--- config.mk ---
export PLATFORM = sky130hd
export DESIGN_NAME = three_voice_sound_generator_unit
export DESIGN_NICKNAME = d
export VERILOG_FILES = /design/src/hw/rtl/tvsg_pkg.sv /design/src/hw/rtl/tvsg_env.sv /design/src/hw/rtl/tvsg_noise.sv /design/src/hw/rtl/tvsg_tone.sv /design/src/hw/rtl/three_voice_sound_generator_unit.sv
export SDC_FILE = /design/constraint.sdc
export NUM_CORES = 1
export LEC_CHECK = 0
export BUFFER_PORTS_ARGS = -buffer_cell sky130_fd_sc_hd__buf_2
export CAP_MARGIN = 20
export CELL_PAD_IN_SITES_DETAIL_PLACEMENT = 0
export CELL_PAD_IN_SITES_GLOBAL_PLACEMENT = 1
export CORE_MARGIN = 10
export CORE_UTILIZATION = 51
export DETAILED_ROUTE_END_ITERATION = 10
export PLACE_DENSITY_LB_ADDON = 0.15
export SYNTH_ARGS = -nofsm -noshare
export SYNTH_HDL_FRONTEND = slang
export SYNTH_HIERARCHICAL = 1
export SYNTH_SLANG_ARGS = --single-unit
--- constraint.sdc ---
create_clock -name clk_i -period 5.6 [get_ports clk_i]
set_input_delay 0.56 -clock clk_i [delete_from_list [all_inputs] [get_ports clk_i]]
set_output_delay 0.56 -clock clk_i [all_outputs]
set_load 0.02 [all_outputs]
--- src/hw/rtl/tvsg_pkg.sv ---
// shared types and register map for the three-voice sound generator
// no dependencies; imported by every module of the block
`default_nettype none

package tvsg_pkg;

  // function codes of an input request
  localparam logic FUNC_WRITE = 1'b0;
  localparam logic FUNC_TICK  = 1'b1;

  // register map
  localparam logic [3:0] REG_TONE_BASE = 4'd0;   // lo/hi byte pairs per voice
  localparam logic [3:0] REG_NOISE_PER = 4'd6;
  localparam logic [3:0] REG_MIXER     = 4'd7;
  localparam logic [3:0] REG_VOL_BASE  = 4'd8;   // one per voice
  localparam logic [3:0] REG_ENV_LO    = 4'd11;
  localparam logic [3:0] REG_ENV_HI    = 4'd12;
  localparam logic [3:0] REG_ENV_SHAPE = 4'd13;

  localparam int unsigned OUT_VOICES = 3;
  localparam logic [16:0] NOISE_SEED = 17'h10000;
  localparam logic [3:0]  ENV_TOP    = 4'hF;

  typedef struct packed {
    logic       func;
    logic [3:0] reg_addr;
    logic [7:0] reg_data;
  } in_item_t;

  typedef struct packed {
    logic [3:0] voice_a_level;
    logic       voice_a_from_env;
    logic       voice_a_gate;
    logic [3:0] voice_b_level;
    logic       voice_b_from_env;
    logic       voice_b_gate;
    logic [3:0] voice_c_level;
    logic       voice_c_from_env;
    logic       voice_c_gate;
  } out_item_t;

  // per-request control to the state units
  typedef struct packed {
    logic       wr;
    logic       tick;
    logic [3:0] addr;
    logic [7:0] data;
  } ctrl_t;

  typedef struct packed {
    logic [3:0] level;
    logic       from_env;
    logic       gate;
  } voice_t;

endpackage

`default_nettype wire

--- src/hw/rtl/tvsg_env.sv ---
// envelope generator: period counter, step counter and shape control
// depends on tvsg_pkg
`default_nettype none

module tvsg_env import tvsg_pkg::*; (
  input  logic       clk_i,
  input  logic       rst_ni,
  input  ctrl_t      ctrl_i,
  output logic [3:0] env_level_o
);

  logic [15:0] period_q, period_d;
  logic [16:0] count_q, count_d;
  logic        half_q, half_d;
  logic [3:0]  step_q, step_d;
  logic        running_q, running_d;
  logic        hold_q, hold_d;
  logic        alt_q, alt_d;
  logic        invert_q, invert_d;
  logic [17:0] sum;

  always_comb begin
    period_d  = period_q;
    count_d   = count_q;
    half_d    = half_q;
    step_d    = step_q;
    running_d = running_q;
    hold_d    = hold_q;
    alt_d     = alt_q;
    invert_d  = invert_q;
    sum       = {1'b0, count_q} + 18'd2;
    if (ctrl_i.tick) begin
      half_d = ~half_q;
      if (half_d) begin
        if (sum >= {2'b00, period_q}) begin
          count_d = '0;
          if (running_q) begin
            if (step_q == 4'd0) begin
              step_d    = ENV_TOP;
              running_d = ~hold_q;
              invert_d  = invert_q ^ alt_q;
            end else begin
              step_d = step_q - 4'd1;
            end
          end
        end else begin
          count_d = sum[16:0];
        end
      end
    end else if (ctrl_i.wr) begin
      unique case (ctrl_i.addr)
        REG_ENV_LO: period_d[7:0]  = ctrl_i.data;
        REG_ENV_HI: period_d[15:8] = ctrl_i.data;
        REG_ENV_SHAPE: begin
          count_d   = '0;
          step_d    = ENV_TOP;
          running_d = 1'b1;
          invert_d  = ctrl_i.data[2];
          if (ctrl_i.data[3]) begin
            hold_d = ctrl_i.data[0];
            alt_d  = ctrl_i.data[0] ? ~ctrl_i.data[1] : ctrl_i.data[1];
          end else begin
            hold_d = 1'b1;
            alt_d  = ~ctrl_i.data[2];
          end
        end
        default: ;
      endcase
    end
  end

  always_ff @(posedge clk_i or negedge rst_ni) begin
    if (!rst_ni) begin
      period_q  <= '0;
      count_q   <= '0;
      half_q    <= 1'b0;
      step_q    <= ENV_TOP;
      running_q <= 1'b1;
      hold_q    <= 1'b1;
      alt_q     <= 1'b1;
      invert_q  <= 1'b0;
    end else begin
      period_q  <= period_d;
      count_q   <= count_d;
      half_q    <= half_d;
      step_q    <= step_d;
      running_q <= running_d;
      hold_q    <= hold_d;
      alt_q     <= alt_d;
      invert_q  <= invert_d;
    end
  end

  // level seen by this tick's result
  assign env_level_o = step_d ^ {4{invert_d}};

endmodule

`default_nettype wire

--- src/hw/rtl/tvsg_noise.sv ---
// 17-bit noise lfsr with its period counter
// depends on tvsg_pkg
`default_nettype none

module tvsg_noise import tvsg_pkg::*; (
  input  logic  clk_i,
  input  logic  rst_ni,
  input  ctrl_t ctrl_i,
  output logic  noise_bit_o
);

  logic [4:0]  period_q, period_d;
  logic [5:0]  count_q, count_d;
  logic        half_q, half_d;
  logic        bit_q, bit_d;
  logic [16:0] shift_q, shift_d;
  logic [6:0]  sum;

  always_comb begin
    period_d = period_q;
    count_d  = count_q;
    half_d   = half_q;
    bit_d    = bit_q;
    shift_d  = shift_q;
    sum      = {1'b0, count_q} + 7'd2;
    if (ctrl_i.tick) begin
      half_d = ~half_q;
      if (half_d) begin
        if (sum >= {2'b00, period_q}) begin
          count_d = '0;
          bit_d   = shift_q[0];
          shift_d = {shift_q[3] ^ shift_q[0], shift_q[16:1]};
        end else begin
          count_d = sum[5:0];
        end
      end
    end else if (ctrl_i.wr && ctrl_i.addr == REG_NOISE_PER) begin
      period_d = ctrl_i.data[4:0];
    end
  end

  always_ff @(posedge clk_i or negedge rst_ni) begin
    if (!rst_ni) begin
      period_q <= '0;
      count_q  <= '0;
      half_q   <= 1'b0;
      bit_q    <= 1'b0;
      shift_q  <= NOISE_SEED;
    end else begin
      period_q <= period_d;
      count_q  <= count_d;
      half_q   <= half_d;
      bit_q    <= bit_d;
      shift_q  <= shift_d;
    end
  end

  assign noise_bit_o = bit_d;

endmodule

`default_nettype wire

--- src/hw/rtl/tvsg_tone.sv ---
// one tone voice: period, counter, phase, mixer bits and volume
// depends on tvsg_pkg
`default_nettype none

module tvsg_tone import tvsg_pkg::*; #(
  parameter int unsigned VOICE_IDX = 0
) (
  input  logic       clk_i,
  input  logic       rst_ni,
  input  ctrl_t      ctrl_i,
  input  logic       noise_bit_i,
  input  logic [3:0] env_level_i,
  output voice_t     res_o
);

  localparam logic [3:0] AddrLo  = REG_TONE_BASE + 4'(2 * VOICE_IDX);
  localparam logic [3:0] AddrHi  = REG_TONE_BASE + 4'(2 * VOICE_IDX + 1);
  localparam logic [3:0] AddrVol = REG_VOL_BASE + 4'(VOICE_IDX);

  logic [11:0] period_q, period_d;
  logic [12:0] count_q, count_d;
  logic        phase_q, phase_d;
  logic        tone_off_q, tone_off_d;
  logic        noise_off_q, noise_off_d;
  logic [3:0]  vol_q, vol_d;
  logic        use_env_q, use_env_d;
  logic [13:0] sum;

  always_comb begin
    period_d    = period_q;
    count_d     = count_q;
    phase_d     = phase_q;
    tone_off_d  = tone_off_q;
    noise_off_d = noise_off_q;
    vol_d       = vol_q;
    use_env_d   = use_env_q;
    sum         = {1'b0, count_q} + 14'd2;
    if (ctrl_i.tick) begin
      if (sum >= {2'b00, period_q}) begin
        count_d = '0;
        phase_d = ~phase_q;
      end else begin
        count_d = sum[12:0];
      end
    end else if (ctrl_i.wr) begin
      if (ctrl_i.addr == AddrLo) period_d[7:0] = ctrl_i.data;
      if (ctrl_i.addr == AddrHi) period_d[11:8] = ctrl_i.data[3:0];
      if (ctrl_i.addr == AddrVol) begin
        vol_d     = ctrl_i.data[3:0];
        use_env_d = ctrl_i.data[4];
      end
      if (ctrl_i.addr == REG_MIXER) begin
        tone_off_d  = ctrl_i.data[VOICE_IDX];
        noise_off_d = ctrl_i.data[VOICE_IDX + 3];
      end
    end
  end

  always_ff @(posedge clk_i or negedge rst_ni) begin
    if (!rst_ni) begin
      period_q    <= '0;
      count_q     <= '0;
      phase_q     <= 1'b0;
      tone_off_q  <= 1'b0;
      noise_off_q <= 1'b0;
      vol_q       <= '0;
      use_env_q   <= 1'b0;
    end else begin
      period_q    <= period_d;
      count_q     <= count_d;
      phase_q     <= phase_d;
      tone_off_q  <= tone_off_d;
      noise_off_q <= noise_off_d;
      vol_q       <= vol_d;
      use_env_q   <= use_env_d;
    end
  end

  assign res_o.level    = use_env_q ? env_level_i : vol_q;
  assign res_o.from_env = use_env_q;
  assign res_o.gate     = (phase_d | tone_off_q) & (noise_bit_i | noise_off_q);

endmodule

`default_nettype wire

--- src/hw/rtl/three_voice_sound_generator_unit.sv ---
// three-voice square-wave sound generator, top level
// a tick request shows its result in the cycle after acceptance; writes give none
// throughput: one request per cycle, writes and ticks in any mix, while the result register is free
// or being taken; set by the single state-update pass and the one-entry result register
// reset (rst_ni, async, active low) clears all state but the result payload: envelope at step 15, lfsr seeded
`default_nettype none

module three_voice_sound_generator_unit import tvsg_pkg::*; #(
  parameter int unsigned VOICES = 3
) (
  input  logic      clk_i,
  input  logic      rst_ni,
  input  logic      in_valid_i,
  output logic      in_ready_o,
  input  in_item_t  in_data_i,
  output logic      out_valid_o,
  input  logic      out_ready_i,
  output out_item_t out_data_o
);

  // voices past the third are never addressed and never reported
  localparam int unsigned Lanes = (VOICES < OUT_VOICES) ? VOICES : OUT_VOICES;

  logic      accept;
  ctrl_t     ctrl;
  logic      noise_bit;
  logic [3:0] env_level;
  voice_t    res [OUT_VOICES];
  out_item_t out_d, out_q;
  logic      out_valid_q, out_valid_d;

  // the result register frees up in the same cycle it is taken
  assign in_ready_o = !out_valid_q || out_ready_i;
  assign accept     = in_valid_i && in_ready_o;

  // request decode
  assign ctrl.wr   = accept && (in_data_i.func == FUNC_WRITE);
  assign ctrl.tick = accept && (in_data_i.func == FUNC_TICK);
  assign ctrl.addr = in_data_i.reg_addr;
  assign ctrl.data = in_data_i.reg_data;

  // envelope and noise run ahead of the voices; their next values feed the mix
  tvsg_env u_env (
    .clk_i       (clk_i),
    .rst_ni      (rst_ni),
    .ctrl_i      (ctrl),
    .env_level_o (env_level)
  );

  tvsg_noise u_noise (
    .clk_i       (clk_i),
    .rst_ni      (rst_ni),
    .ctrl_i      (ctrl),
    .noise_bit_o (noise_bit)
  );

  // one tone lane per voice; missing voices report zeros
  for (genvar v = 0; v < OUT_VOICES; v++) begin : g_voice
    if (v < Lanes) begin : g_lane
      tvsg_tone #(
        .VOICE_IDX (v)
      ) u_tone (
        .clk_i       (clk_i),
        .rst_ni      (rst_ni),
        .ctrl_i      (ctrl),
        .noise_bit_i (noise_bit),
        .env_level_i (env_level),
        .res_o       (res[v])
      );
    end else begin : g_none
      assign res[v] = '0;
    end
  end

  // result assembly
  always_comb begin
    out_d.voice_a_level    = res[0].level;
    out_d.voice_a_from_env = res[0].from_env;
    out_d.voice_a_gate     = res[0].gate;
    out_d.voice_b_level    = res[1].level;
    out_d.voice_b_from_env = res[1].from_env;
    out_d.voice_b_gate     = res[1].gate;
    out_d.voice_c_level    = res[2].level;
    out_d.voice_c_from_env = res[2].from_env;
    out_d.voice_c_gate     = res[2].gate;
  end

  // result valid: set by a tick, cleared once taken
  always_comb begin
    out_valid_d = out_valid_q;
    if (ctrl.tick) begin
      out_valid_d = 1'b1;
    end else if (out_ready_i) begin
      out_valid_d = 1'b0;
    end
  end

  always_ff @(posedge clk_i or negedge rst_ni) begin
    if (!rst_ni) begin
      out_valid_q <= 1'b0;
    end else begin
      out_valid_q <= out_valid_d;
    end
  end

  // result payload, loaded only on a tick
  always_ff @(posedge clk_i) begin
    if (ctrl.tick) begin
      out_q <= out_d;
    end
  end

  assign out_valid_o = out_valid_q;
  assign out_data_o  = out_q;

  // a tick request always produces a result in the next cycle
  a_tick_gives_result: assert property (@(posedge clk_i) disable iff (!rst_ni)
    in_valid_i && in_ready_o && in_data_i.func == FUNC_TICK |=> out_valid_o)
    else $error("tick request produced no result");

  // a register write never creates a result out of nothing
  a_write_no_result: assert property (@(posedge clk_i) disable iff (!rst_ni)
    in_valid_i && in_ready_o && in_data_i.func == FUNC_WRITE && !out_valid_o
    |=> !out_valid_o)
    else $error("register write produced a result");

  // voices a and b, when both on the envelope, see the same envelope level
  a_env_shared: assert property (@(posedge clk_i) disable iff (!rst_ni)
    out_valid_o && out_data_o.voice_a_from_env && out_data_o.voice_b_from_env
    |-> out_data_o.voice_a_level == out_data_o.voice_b_level)
    else $error("envelope voices disagree on level");

endmodule

`default_nettype wire
# [Word level (Yosys, flattened, before mapping)]
# Cells that the tools add are included.
[op_classes] n_addsub=6 magnitude_cmp=5 eq_ne=15 n_mux=47 n_bitwise=22 n_reduce_logical=29
[ops] op="$mux 17" n=5
[ops] op="$reduce_and 3->1" n=15
[ops] op="$add 13x2->14 const B" n=3
[ops] op="$ge 14x12->1" n=3
[ops] op="$mux 4" n=10
[ops] op="$mux 13" n=3
[ops] op="$mux 1" n=28
[ops] op="$eq 4x4->1 const B" n=6
[ops] op="$add 17x2->18 const B" n=1
[ops] op="$ge 18x16->1" n=1
[ops] op="$eq 4x3->1 const B" n=4
[ops] op="$not 1->1" n=10
[ops] op="$eq 4x2->1 const B" n=2
[ops] op="$logic_not 4->1" n=2
[ops] op="$add 6x2->7 const B" n=1
[ops] op="$ge 7x5->1" n=1
[ops] op="$mux 6" n=1
[ops] op="$or 1x1->1" n=6
[ops] op="$reduce_bool 2->1" n=3
[ops] op="$eq 4x1->1 const B" n=1
[ops] op="$logic_and 1x1->1" n=4
[ops] op="$reduce_and 2->1" n=2
[ops] op="$reduce_and 4->1" n=1
[ops] op="$sub 4x1->4 const B" n=1
[ops] op="7 further kinds" n=10
[totals] regBits=190 word_cells=172

# [Depth between registers and ports, before layout]
# Gate-level depths: netlist of the first run.
[logic_depth] word_depth=8 mapped_depth=17

# [Modules after synthesis]
# Netlist of the first run, hierarchy kept.
[modules_own_cells] mod="tvsg_env" n_inst=1 cells_each=249 area_each_um2=2464.9 seq_area_each_um2=1034.7
[modules_own_cells] mod="tvsg_tone at g_voice[0].g_lane.u_tone" n_inst=1 cells_each=187 area_each_um2=1968.1 seq_area_each_um2=800.8
[modules_own_cells] mod="tvsg_tone at g_voice[1].g_lane.u_tone" n_inst=1 cells_each=186 area_each_um2=1955.6 seq_area_each_um2=800.8
[modules_own_cells] mod="tvsg_tone at g_voice[2].g_lane.u_tone" n_inst=1 cells_each=193 area_each_um2=1953.1 seq_area_each_um2=800.8
[modules_own_cells] mod="tvsg_noise" n_inst=1 cells_each=95 area_each_um2=1343.8 seq_area_each_um2=726.9
[modules_own_cells] mod="three_voice_sound_generator_unit" n_inst=1 cells_each=25 area_each_um2=606.8 seq_area_each_um2=565.5

# [Worst setup path after synthesis of the first run]
# No wires, ideal clock.
[synth_timing] path_kind="input to register" start="in in_valid_i" end="reg out_q, in the netlist out_data_o[0] (data pin)" setup_time_ns=0.269 arrival_ns=3.849 required_time_ns=5.331 path_slack_ns=1.482 stages=9 path_buffers=1 cell_sequence="nand2_1 > nor2_1 > nand2b_1 > a31oi_4 > buf_12 > mux2_4 > o32a_1 > o21ai_0 > a311oi_2"
[synth_lines] item="start: declaration" line="three_voice_sound_generator_unit.sv:13" source="input logic in_valid_i,"
[synth_lines] item="end signal: assignment" line="three_voice_sound_generator_unit.sv:109" source="out_q <= out_d;"
[synth_lines] item="end: declaration" line="three_voice_sound_generator_unit.sv:29" source="out_item_t out_d, out_q;"

==> results of run 1 <==
[final cells by class]
| cell class | count | area (µm²) |
|---|---|---|
| Fill cell | 1698 | 8400 |
| Inverter | 89 | 337 |
| Antenna cell | 3 | 7.51 |
| Multi-Input combinational cell | 626 | 5020 |
| Tap cell | 265 | 332 |
| Clock buffer | 20 | 457 |
| Sequential cell | 185 | 4730 |
| Clock inverter | 12 | 139 |
| Timing Repair Buffer | 43 | 239 |
[synthesized netlist by cell type, types with 8 or more instances]
master / number
dfrtp_1: 159
inv_1: 84
mux2_2: 81
nand2_1: 72
ha_1: 61
nor2_1: 38
nand3_1: 34
o21ai_0: 29
xnor2_1: 29
a21oi_1: 23
xor2_1: 22
nand4_1: 19
edfxtp_1: 18
clkbuf_1: 16
a31oi_1: 14
a32o_1: 13
nor2b_1: 13
o2bb2ai_1: 12
mux2_4: 11
mux2i_1: 11
nor3_1: 10
o22ai_1: 9
buf_4: 8
dfstp_2: 8
o21ai_1: 8
[cell families (layout without fill, tap and decap cells)]
kind of cell               after synthesis  in the layout  share of synthesized area [%]
AOI/OAI and AO/OA                      151            151                           11.0
muxes                                  107            107                           12.0
adders and majority gates               61             61                           7.42
DFF                                    185            185                           46.0
buffers and inverters                  124            164                           5.36
other                                    0              3                              0
xor gates and xnor gates                52             52                           4.50
and+or+nand+nor                        255            255                           13.8
[cell usage in the layout (no fill, tap or decap), types with 5 or more instances in the layout]
master	count
a31oi_1	14
nand4b_1	6
nand2_1	72
o22ai_1	9
nand4_1	19
xnor2_1	29
dfstp_2	8
dfrtp_1	159
o2bb2ai_1	12
a21oi_2	5
edfxtp_1	18
ha_1	61
nand3b_1	5
xor2_1	22
and4_1	7
mux2_2	81
o21ai_1	8
a32o_1	13
mux2i_1	11
o21ai_0	29
nor3_1	10
buf_4	7
nor2_1	37
clkbuf_16	17
a21oi_1	23
buf_2	35
mux2_4	11
a311oi_2	5
nand3_1	34
nor2b_1	13
inv_1	84
nand3_2	7
[path summary, 6_finish.rpt]
check | startpoint | end | slack, ns | cells past startpoint
worst min register to register | u_env/period_q[8] | u_env/period_q[8] | 0.49 | 2
min in group clk_i | out_ready_i | out_valid_o | 0.41 | 4
worst min-delay path | rst_ni | u_noise/shift_q[8] | 0.14 | 1
max in group asynchronous | rst_ni | g_voice[0].g_lane.u_tone/period_q[0] | 4.25 | 2
worst max-delay path | u_env/count_q[4] | out_data_o[9] | 1.90 | 15
worst max register to register | u_env/count_q[4] | out_data_o[9] | 1.90 | 15
[worst register-to-register path: stages, from the launching register on]
cell,delay (ns)
dfrtp_1,0.43
and4_1,0.26
nand2_1,0.10
nor2_1,0.11
nand4_1,0.15
nor2_1,0.24
xor2_1,0.18
ha_1,0.26
o21a_1,0.19
a21oi_1,0.18
o21a_1,0.20
a21oi_2,0.07
xnor2_1,0.13
a221o_1,0.43
xnor2_1,0.23
mux2_2,0.29
[power by group through the flow]
stage	combinational (W)	sequential [W]	clock, W
finish	0.00116	0.00182	0.00122
global route	0.00132	0.00185	0.00131
CTS	0.00117	0.00182	0.00125
detailed placement	0.00116	0.00184	0
global placement	0.00114	0.00184	0
floorplan	0.000980	0.00177	0
[per-layer routing]
metal  vias to the layer above  wire length, µm
met1                      3322            10800
met4                         2              166
li1                       3397                -
met2                        92             9800
met3                        13              772
met5                         -                7
[registers in the layout, indices dropped and copies added, names as in the netlist, 3 cells and up]
register	cells
g_voice.g_lane.u_tone/count_q	36
g_voice.g_lane.u_tone/period_q	36
out_data_o	18
u_noise/shift_q	17
u_env/count_q	16
u_env/period_q	16
g_voice.g_lane.u_tone/vol_q	12
u_noise/count_q	5
u_noise/period_q	5
u_env/step_q	4
g_voice.g_lane.u_tone/noise_off_q	3
g_voice.g_lane.u_tone/phase_q	3
g_voice.g_lane.u_tone/tone_off_q	3
g_voice.g_lane.u_tone/use_env_q	3
[through the flow]
| step | cell area [µm²] | hold slack, ns | power, W | cells |
|---|---|---|---|---|
| 3_5_place_dp | 10600 | 0.478 | 0.00300 | 1206 |
| 3_3_place_gp | 10600 | 0.468 | 0.00298 | 1206 |
| 4_1_cts | 11200 | 0.167 | 0.00424 | 1238 |
| 5_1_grt | 11300 | 0.195 | 0.00448 | 1241 |
| 6_report | 11300 | 0.141 | 0.00420 | 1243 |
| 2_1_floorplan | 10300 | 0.264 | 0.00275 | 935 |
==> impl_results.md, run 1 <==
* PwrDens at around 370 nW/µm²
* Detailed Place HPWL at 14,900 µm
* M1 GR Usage at 23.6%
* Min-Delay Path Class: input port to async pin
* Horiz. Die Dim at 162 µm
* DR vias at 6,826
* Worst Setup Path Type: flip-flop to flip-flop
* Register area share after synthesis at 46.0%
* Core area at 19,700 µm²
* I/O Buffers at 36
* DRT Pass-1 Iters at 5
* Final Slew Violations at 0
* Crit-path leading delay family: compound AO/OA/AOI/OAI gates
* Synth-to-layout area growth at 9.38%
* Status: complete, no violations
* Synthesis-stage register bit count at 185
* FFs w/ async S/R, synth at 90.3%
* Slew Limit Headroom at 39.9%
* Root buffer cell: clkbuf_16
* Final setup fails at 0
* Worst-Margin Slew at 0.899 ns
* Yosys warnings at 6
* Pin count of the biggest net entering global routing at 72
* Routed Antenna Nets at 0
* Die Span Y at ~160 µm
* Leakage at roughly 5.1 nW
* Initial antenna violation count at 4
* Clock slew at reported path FFs at 0.07 ns
* Cts hold-fix bufs at 0
* H-tree depth at 4
* Row cnt at 51
* Buf/Inv on CP at 0
* Initial Utilization at 52.4%
* CTS max path bufs at 2
* Worst Setup Start Kind: flip-flop
* Clock power frac at between 20% and 30%
* Crit end category: flip-flop
* First-pass GRT wire length at ~36,000 µm
* Vias in the first global route at roughly 6,800
* Worst Clk Skew at 0.0119 ns
* Crit-path max cell delay at 0.43 ns
* Synth area leaders: dfrtp_1, mux2_2, ha_1
* P_sw at 0.00140 W
* Combinational share of power at 27.7%
* Post-CTS Setup Repair Bufs at 0
* Die footprint at 26,300 µm²
* GR peak layer: met2
* Unrepaired setup endpoints after global routing: false
* Routability cong. at 0.835
* Tmin final at 3.70 ns
* Clock latency on the worst-skew pair at 0.43 ns
* Core Util, Final at 57.3%
* Yosys top cell by area: dfrtp_1
* Layout Nets at 1,040
* Worst VDD drop at 0.000212 V
* CTS tree: done
* Yosys cell types at 75
* Post-DR vias/cell at 5.49
* Fmax at 0.270 GHz
* CTS resizes at 0
* Total grt overflow at 0
* Final WL at 21,500 µm
* Met2 Usage GRT at 26.0%
* Layout cells sized above 1 at 23.6%
* Max Cap Viol at 0
* Primary FF master, synth: dfrtp_1
* Post-synth top area share at 38.7%
* Met3 Track Usage GR at 3.84%
* Internal power at roughly 0.0028 W
* Req. time, crit path at approximately 5.8 ns
* Sequential power share at around 43%
* Io pins at 37
* Pre-CTS setup slack at 1.92 ns
* Net Count, Synth at 1,013
* CTS Sinks at 185
* Crit path arrival time at 3.87 ns
* Syn_area_per_cell at 11.0 µm²
* Sw Ratio at ~33%
* Setup WS post-layout at approximately 1.9 ns
* TNS Setup at 0 ns
* Post-synth EDFFs at 18
* CP Max Fanout at 6
* Iteration-0 DRC Markers at 310
* Gate Count Post-Synth at 935
* Cell Area, Synth at 10,300 µm²
* Residual DRC at 0
* CP max-delay cell: dfrtp_1
* CTS buffer count at 17
* DR WL/cell at between 15 and 20 µm
* Fin. Hold Viols at 0
* Crit share post-route at around 66%
* Worst-path cell chain: and4_1, nand2_1, nor2_1, nand4_1, nor2_1, xor2_1, ha_1, o21a_1, a21oi_1, o21a_1, a21oi_2, xnor2_1, a221o_1, xnor2_1, mux2_2
* Tot GR Track Use at 16.9%
Power figures use the tool's default switching activity.
==> run 2: changes to the inputs <==
--- a/config.mk
+++ b/config.mk
@@ -10,7 +10,7 @@
 export CELL_PAD_IN_SITES_DETAIL_PLACEMENT = 0
 export CELL_PAD_IN_SITES_GLOBAL_PLACEMENT = 1
 export CORE_MARGIN = 10
-export CORE_UTILIZATION = 51
+export CORE_UTILIZATION = 46
 export DETAILED_ROUTE_END_ITERATION = 10
 export PLACE_DENSITY_LB_ADDON = 0.15
 export SYNTH_ARGS = -nofsm -noshare
==> constraint.sdc (replaced) <==
create_clock -name clk_i -period 3 [get_ports clk_i]
set_input_delay 0.3 -clock clk_i [delete_from_list [all_inputs] [get_ports clk_i]]
set_output_delay 0.3 -clock clk_i [all_outputs]
set_load 0.02 [all_outputs]
==> impl_results.md, run 2 (synthesis gave the netlist of run 1 again) <==
* GR peak layer: met2
* Most frequent cells in the layout: dfrtp_1, inv_1, buf_4, mux2_2, nand2_1
* Placed cell area at 11,200 µm²
* Req. time, crit path at between 3 and 4 ns
* Worst Setup Path Type: flip-flop to flip-flop
* CTS Sinks at 185
* Fin area at 12,200 µm²
* H-tree depth at 4
* Total grt overflow at 0
* Internal power at roughly 0.0055 W
* Crit path arrival time at 3.60 ns
* Worst-Margin Slew at 0.807 ns
* Die Span Y at between 150 and 200 µm
* Initial Utilization at 47.0%
* Clock latency on the worst-skew pair at about 0.44 ns
* Combinational share of power at between 30% and 40%
* Met2 Usage GRT at about a quarter
* M1 GR Usage at 22.9%
* Leakage at 5.61 nW
* Worst Clk Skew at 0.0116 ns
* Worst VDD drop at 0.000371 V
* Worst Setup Start Kind: flip-flop
* Initial antenna violation count at 4
* PwrDens at about 690 nW/µm²
* Crit share post-route at 114%
* DR WL/cell at 17.5 µm
* Routability cong. at 0.826
* Unrepaired setup endpoints after global routing: true
* Residual DRC at 0
* Filler instances at 1,916
* Timing endpoint of the critical path: out_data_o[10]
* Core area at 21,900 µm²
* Fin. Hold Viols at 0
* CTS tree: done
* Max Cap Viol at 0
* Total Power at 0.00838 W
* Vias in the first global route at about 7,000
* Met3 Track Usage GR at under 10%
* Final Slew Violations at 0
* Min-Delay Path Class: input port to flip-flop
* Die footprint at between 20,000 and 30,000 µm²
* R2R depth at 15
* Pin count of the biggest net entering global routing at 65
* Clock slew at reported path FFs at 0.08 ns
* Post-DR vias/cell at 5.42
* DR vias at between 7,000 and 8,000
* Layout cells sized above 1 at 33.3%
* Horiz. Die Dim at 170 µm
* Root buffer cell: clkbuf_16
* Final setup fails at 12
* Clock power frac at between 20 and 30%
* Worst R2R End: out_data_o[10]
* Setup WS post-layout at -0.418 ns
* Routed Antenna Nets at 0
* Worst reg2reg path startpoint: u_env/count_q[5]
* I/O Buffers at 36
* Most common cell after layout, fill and taps aside: dfrtp_1
* Row cnt at between 50 and 60
* CTS buffer count at 17
* Detailed Place HPWL at 16,400 µm
* CTS max path bufs at 2
* P_sw at 0.00292 W
* Sequential power share at approximately 40%
* Fmax at 0.293 GHz
* Sw Ratio at 34.9%
* Slew Limit Headroom at between 40% and 50%
* CP Max Fanout at 5
* Synth-to-layout area growth at 18.5%
* Tmin final at 3.42 ns
* DRT Pass-1 Iters at 4
* Layout Nets at 1,120
* Status: complete, but fails checks
* First-pass GRT wire length at between 30,000 and 40,000 µm
* Tot GR Track Use at around 16%
* Final hold slack at 0.146 ns
* Iteration-0 DRC Markers at 359
* CP Launch Point: u_env/count_q[5]
* Crit end category: flip-flop
* Failing checks: negative setup slack
* FF-to-FF setup slack at -0.42 ns
* Final WL at 23,400 µm
* Io pins at 37
-- run 2: cell types whose count changed in the layout (fill, tap and decap cells not counted), moves of 4 or more --
cell / previous run / this run
buf_6: 1 / 5
buf_4: 7 / 80
dfrtp_2: 0 / 5
xnor2_2: 1 / 9
inv_8: 0 / 7
xnor2_1: 29 / 21
dfrtp_1: 159 / 154
nor2_1: 37 / 33
-- run 2: cell type report --
type | count | area [µm²] | share of cell area [%]
clock buffers | 17 | 425 | 3.49
clock inverters | 15 | 171 | 1.41
flip-flops and latches | 185 | 4740 | 38.8
diodes | 2 | 5.00 | 0.0410
well taps | 280 | 350 | 2.87
repair buffers | 123 | 882 | 7.23
inverters | 89 | 337 | 2.76
multi-input cells | 626 | 5290 | 43.4
-- run 2: per-layer routing --
metal  wire (µm)  up-vias
met2       10800       76
met5          26        -
met3         816       17
li1            -     3564
met1       11600     3586
met4         173        4
-- run 2: timing repair --
| action | 4_1_cts | 5_1_grt |
|---|---|---|
| hold endpoints to repair | 59 | 0 |
| resized for setup | 16 | 40 |
| hold buffers | 1 | 0 |
| setup buffers | 3 | 8 |
| endpoints found under the setup margin | 13 | 48 |
| cloned | 0 | 2 |
| pin swaps | 5 | 9 |
-- run 2: power groups by stage --
stage                     registers [W]  logic (W)  clock network, W
after floorplan                 0.00330    0.00183                 0
after global placement          0.00335    0.00248                 0
after detailed placement        0.00336    0.00250                 0
final                           0.00333    0.00276           0.00228
after CTS                       0.00332    0.00255           0.00235
after global routing            0.00339    0.00311           0.00244
-- run 2: worst min path at each step --
| stage | cells past startpoint | from | slack, ns | endpoint |
|---|---|---|---|---|
| 6_report | 4 | out_ready_i | 0.15 | out_valid_o |
| 5_1_grt | 4 | out_ready_i | 0.15 | out_valid_o |
| 4_1_cts | 4 | out_ready_i | 0.13 | out_valid_o |
| 3_5_place_dp | 1 | rst_ni | 0.34 | u_noise/shift_q[10] |
| 3_3_place_gp | 1 | rst_ni | 0.34 | u_noise/shift_q[8] |
| 2_1_floorplan | 0 | rst_ni | 0.004 | g_voice[0].g_lane.u_tone/count_q[10] |
-- run 2: per-stage QoR --
| step | instances | utilization [%] | setup WS, ns | TNS (ns) |
|---|---|---|---|---|
| floorplan | 935 | - | -0.231 | -2.75 |
| global placement | 1288 | 51.2 | -0.398 | -4.68 |
| detailed placement | 1288 | 51.2 | -0.489 | -5.73 |
| CTS | 1324 | 54.4 | -0.388 | -4.50 |
| global route | 1336 | 55.7 | -0.556 | -6.75 |
| finish | 1337 | 55.7 | -0.418 | -4.87 |
-- run 2: worst max-delay path, cell delays in order, from the launching register on --
cell     delay, ns
dfrtp_1       0.37
and4_4        0.27
nand2_4       0.09
nor2_4        0.16
nand3_2       0.11
xnor2_2       0.16
ha_1          0.33
a21oi_2       0.15
o21ai_1       0.08
a21oi_2       0.16
o21a_1        0.18
a21oi_2       0.07
xnor2_1       0.12
a221o_2       0.45
xnor2_2       0.19
mux2_2        0.28
